File: config.mk
export PLATFORM = sky130hd
export DESIGN_NAME = rbd_ctrl
export DESIGN_NICKNAME = d
export VERILOG_FILES = /design/src/hdl/rbd_pkg.sv /design/src/hdl/rbd_ctrl.sv
export SDC_FILE = /design/constraint.sdc
export NUM_CORES = 1
export LEC_CHECK = 0
export ABC_AREA = 1
export BUFFER_PORTS_ARGS = -buffer_cell sky130_fd_sc_hd__clkbuf_2
export CAP_MARGIN = 10
export CORE_AREA = 10 10 47 49
export DETAILED_ROUTE_END_ITERATION = 7
export DIE_AREA = 0 0 57 59
export RECOVER_POWER = 25
export SYNTH_ARGS = -nofsm -noshare
export SYNTH_HDL_FRONTEND = slang
export SYNTH_SLANG_ARGS = --single-unit
File: constraint.sdc
create_clock -name i_clk -period 1 [get_ports i_clk]
set_input_delay 0.2 -clock i_clk [delete_from_list [all_inputs] [get_ports i_clk]]
set_output_delay 0.2 -clock i_clk [all_outputs]
set_load 0.1 [all_outputs]
File: src/hdl/rbd_pkg.sv
// Package for the ring buffer deque: sizes, codes, state and control types.
// No dependencies; used by every other file of the block but rbd_ram.
`timescale 1ns / 1ps

package rbd_pkg;

    // storage geometry
    localparam int DEPTH  = 1024;
    localparam int DATA_W = 32;
    localparam int ADDR_W = $clog2(DEPTH);
    localparam int CNT_W  = $clog2(DEPTH + 1);

    // port field widths
    localparam int ACTION_W = 3;
    localparam int WORD_W   = 32;
    localparam int STATUS_W = 2;
    localparam int COUNT_W  = 11;

    typedef logic [ADDR_W-1:0] t_addr;
    typedef logic [CNT_W-1:0]  t_count;
    typedef logic [DATA_W-1:0] t_data;

    typedef enum logic [ACTION_W-1:0] {
        ACT_NONE       = 3'd0,
        ACT_PUSH_FRONT = 3'd1,
        ACT_PUSH_BACK  = 3'd2,
        ACT_POP_FRONT  = 3'd3,
        ACT_POP_BACK   = 3'd4
    } t_action;

    typedef enum logic [STATUS_W-1:0] {
        ST_OK        = 2'd0,
        ST_POP_EMPTY = 2'd1,
        ST_PUSH_FULL = 2'd2
    } t_status;

    typedef enum logic [1:0] {
        S_IDLE,
        S_EXEC,
        S_FETCH,
        S_DONE
    } t_state;

    // controller -> datapath
    typedef struct packed {
        logic load;
        logic exec;
        logic fetch;
        logic publish;
    } t_cmd;

    // datapath -> controller
    typedef struct packed {
        logic need_fetch;
        logic out_busy;
    } t_dp_status;

    function automatic t_addr slot_next(input t_addr i);
        slot_next = (i == t_addr'(DEPTH - 1)) ? '0 : t_addr'(i + 1'b1);
    endfunction

    function automatic t_addr slot_prev(input t_addr i);
        slot_prev = (i == '0) ? t_addr'(DEPTH - 1) : t_addr'(i - 1'b1);
    endfunction

endpackage

File: src/hdl/rbd_ctrl.sv
// Sequencer for the deque: accept, execute, optional RAM fetch, publish.
// Depends on rbd_pkg.
`timescale 1ns / 1ps

module rbd_ctrl (
    input  logic                i_clk,
    input  logic                i_rst_n,
    input  logic                i_in_valid,
    input  rbd_pkg::t_dp_status i_status,
    output logic                o_in_ready,
    output rbd_pkg::t_cmd       o_cmd
);

    rbd_pkg::t_state r_state, n_state;

    always_ff @(posedge i_clk) begin
        if (!i_rst_n) begin
            r_state <= rbd_pkg::S_IDLE;
        end else begin
            r_state <= n_state;
        end
    end

    always_comb begin
        n_state = r_state;
        unique case (r_state)
            rbd_pkg::S_IDLE: begin
                if (i_in_valid) n_state = rbd_pkg::S_EXEC;
            end
            rbd_pkg::S_EXEC: begin
                n_state = i_status.need_fetch ? rbd_pkg::S_FETCH : rbd_pkg::S_DONE;
            end
            rbd_pkg::S_FETCH: begin
                n_state = rbd_pkg::S_DONE;
            end
            rbd_pkg::S_DONE: begin
                if (!i_status.out_busy) n_state = rbd_pkg::S_IDLE;
            end
            default: n_state = rbd_pkg::S_IDLE;
        endcase
    end

    always_comb begin
        o_in_ready    = 1'b0;
        o_cmd         = '0;
        unique case (r_state)
            rbd_pkg::S_IDLE: begin
                o_in_ready = 1'b1;
                o_cmd.load = i_in_valid;
            end
            rbd_pkg::S_EXEC: begin
                o_cmd.exec = 1'b1;
            end
            rbd_pkg::S_FETCH: begin
                o_cmd.fetch = 1'b1;
            end
            rbd_pkg::S_DONE: begin
                o_cmd.publish = !i_status.out_busy;
            end
            default: begin
                o_in_ready = 1'b0;
            end
        endcase
    end

endmodule

==> impl_summary.md <==
STA
For the pin with the worst max-slew slack, the measured transition is 0.1709 ns. The maximum clock rate is roughly 770 MHz. The setup slack after layout is -0.3014 ns. The count of pins over their slew limit is 0. Setup repair after global routing could not meet its margin everywhere. In this run the tightest slew margin relative to its limit is between 80 and 90%. The total setup violations reported at the end of the flow is 7.

The time the worst path needs with I/O delays and setup is between 1 and 1.5 ns. The final clock skew is about 0.0032 ns. The fraction of the cycle the final worst path needs is 130.1%.

The total count of hold-check failures in the final report is 0.

Synth
The number of synthesized flops with an enable pin is 0. Summed over its instances, the top area cell type makes up between 20 and 25% of the synthesized netlist area. The number of storage elements in the synthesis netlist is 2. The netlist uses 13 different library cells. Ranked by instance count, the synthesized netlist is headed by inv_1, nand2_1, ha_1.

After technology mapping, the gate count stands at 30. The synthesized net count is 39. For this run, the register share of the synthesized area comes to approximately 19%.

The netlist area before placement is 207.7 um2. After synthesis, the cell types taking the most area are ha_1, dfxtp_1, inv_1. The most used flip-flop cell after synthesis is dfxtp_1. The most numerous cell in the Yosys netlist is inv_1. During synthesis, Yosys emitted a total of 0 warnings. The average footprint of a synthesized cell is 6.923 um2.

The async set-reset flop share out of synthesis is 0%. The top cell type by total area after synthesis is ha_1.

Floorplanning
The number of rows created at floorplan is 14. The core box area is 1401 um2. Measured along the x axis, the die boundary spans 57 um. The height of the chip is just under 60 um. Once the floorplan was initialized, standard cells occupied approximately 15% of the core. The die covers 3363 um2. The boundary pin count is 10.

GRT
The remaining global-route overflow is 0. The first global-routing pass estimated a little under 900 um of wire. The number of antenna violations at the first check in global routing is 0. In the global route stage, overall resource usage came out at ~3.5%. Entering global routing, the biggest net connects 4 pins.

The number of global-route vias before repair is 228.

Worst setup path
STA classifies the critical path endpoint as an output pin. The critical path is of the register to output pin type. The worst setup path is launched from a register. On the worst path, the slowest cell contributes a delay of around 0.34 ns.

The cell family contributing the most delay on the critical path is flip-flops. Data on the critical path arrives at its endpoint at between 1 and 1.5 ns. The signal on the critical path passes through inv_2, ha_4, nand2_4, clkinvlp_4, buf_12. The combined buffer and inverter count along the critical path is 3. In this run the worst path has a maximum fanout of 3.

The standard cell with the maximum stage delay on the critical path is dfxtp_2. STA puts the critical path data required time at roughly 0.80 ns.

Finish
The summed area of non-filler cells in the final layout is between 400 and 500 um2. In the final layout, the multi-input gates occupy ~170 um2. The number of flip-flops under the largest register name is 2. The largest registers in the layout are r_state: 2 flops. 0 antenna diodes ended up in the layout. In the final layout, the share of cells above drive strength 1 is between 60% and 70%. The register with the most flip-flops is r_state.

The combined flip-flop and latch cell area is 42.54 um2. In the final design database the tool counted 56 nets. The layout overhead on the synthesized area is 107.8%. Counting the fill cells in the layout gives 153.

Clock tree
Clock tree synthesis found a total of 2 sinks. The insertion delay to the later sink of the worst-skew pair is roughly 0.23 ns. The clock-pin slew on the worst setup and hold paths is 0.03 ns. The clock tree buffer depth is 2. The tree is rooted in a clkbuf_4.

Buffers inserted during clock tree synthesis total 3. The number of hold-repair buffers added at the cts stage is 0. The clock tree from TritonCTS is done.

The number of H-tree levels is 1.

Detailed routing
The remaining antenna violation count is 0. The number of vias per cell after detailed routing is 3.541. The uppermost layer routed is met3. Summed over all nets, wire length on met3 after detailed routing comes to 97 um. The detailed router finished its first iteration with 0 violations. The routed metal-1 wirelength is roughly 200 um.

The met2 routed wirelength is between 200 and 250 um. After detailed routing, the number of remaining DRC violations is 0. The per-cell routed wire length is ~8.3 um. The routed design has about 500 um of wire.

The first-pass detailed-route iteration total is 1. The via total after detailed routing is 216.

Run status
The checks that failed: negative setup slack. The flow ran to the end, but the final reports show violations.

Placed design
After legalization and detailed placement, the total HPWL measured about 450 um. The number of input and output port buffers inserted is 9. The placer congestion estimate is ~0.7. In this run the cell area measured after placement is about 400 um2.

Flow run
The count of max-cap constraint violations is 0.

Min path
The tightest min-delay check is of the primary input to register type.
-- stage by stage --
stage,utilization [%],setup slack (ns),hold WS [ns],cells,setup TNS [ns]
2_1_floorplan,-,-0.3933,0.3141,30,-1.703
3_3_place_gp,28.66,-0.07670,0.4202,58,-0.2609
3_5_place_dp,28.66,-0.09618,0.4222,58,-0.3630
4_1_cts,30.80,-0.3198,0.1807,61,-1.605
5_1_grt,30.80,-0.3570,0.1883,61,-1.847
6_report,30.80,-0.3014,0.1917,61,-1.457
-- logic make-up after synthesis --
family	count (synthesis)	share of synthesized area, %
flops	2	19.28
buf+inv	9	16.27
fa+ha+maj	4	24.10
simple gates	12	31.32
compound gates	3	9.032
-- layout make-up --
type | count | share of cell area, %
clock buffers | 3 | 5.217
inverters | 9 | 8.696
multi-input cells | 19 | 38.55
flip-flops and latches | 2 | 9.855
well taps | 16 | 4.638
repair buffers | 12 | 33.04
-- metal layers --
layer | GRT usage, % | vias up
li1 | - | 119
met1 | 2.844 | 88
met2 | 4.806 | 9
met3 | 4.506 | 0
met4 | 2.013 | 0
met5 | 0 | -
-- path summary, 6_finish.rpt --
path                   start    endpoint  slack [ns]  cells after the start
setup / recovery  r_state[1]    o_cmd[3]       -0.30                      5
hold / removal       i_rst_n  r_state[0]        0.19                      3
setup reg to reg  r_state[1]  r_state[0]       -0.06                      7
hold reg to reg   r_state[0]  r_state[0]        0.62                      3
-- worst reg2reg max path: stages (launching register included) --
cell and delay (ns):
dfxtp_2 0.34, inv_2 0.06, ha_4 0.17, buf_4 0.14, nand2_1 0.06, nand3_1 0.06
nand2_1 0.08, a21oi_2 0.05
-- what timing repair did --
action                                  4_1_cts  5_1_grt
hold endpoints to repair                      0        0
gates resized for setup                       2        0
pin swaps                                     3        1
buffers inserted                              0        0
endpoints found under the setup margin        7        7
-- cells in the final DEF, fill, tap and decap left out --
cell        instances
buf_12              5
inv_2               4
inv_1               4
nand2_1             4
clkbuf_2            4
nor2_4              3
clkbuf_4            3
buf_4               3
ha_2                2
dfxtp_2             2
nand2_4             1
clkinvlp_4          1
nand2_2             1
nor3_1              1
o21ai_1             1
nor2_1              1
nand3_1             1
o21ai_0             1
a21oi_2             1
ha_4                1
ha_1                1
Power is not shown: default switching activity piles up to over one toggle a cycle in this logic, so the estimate is an artifact.
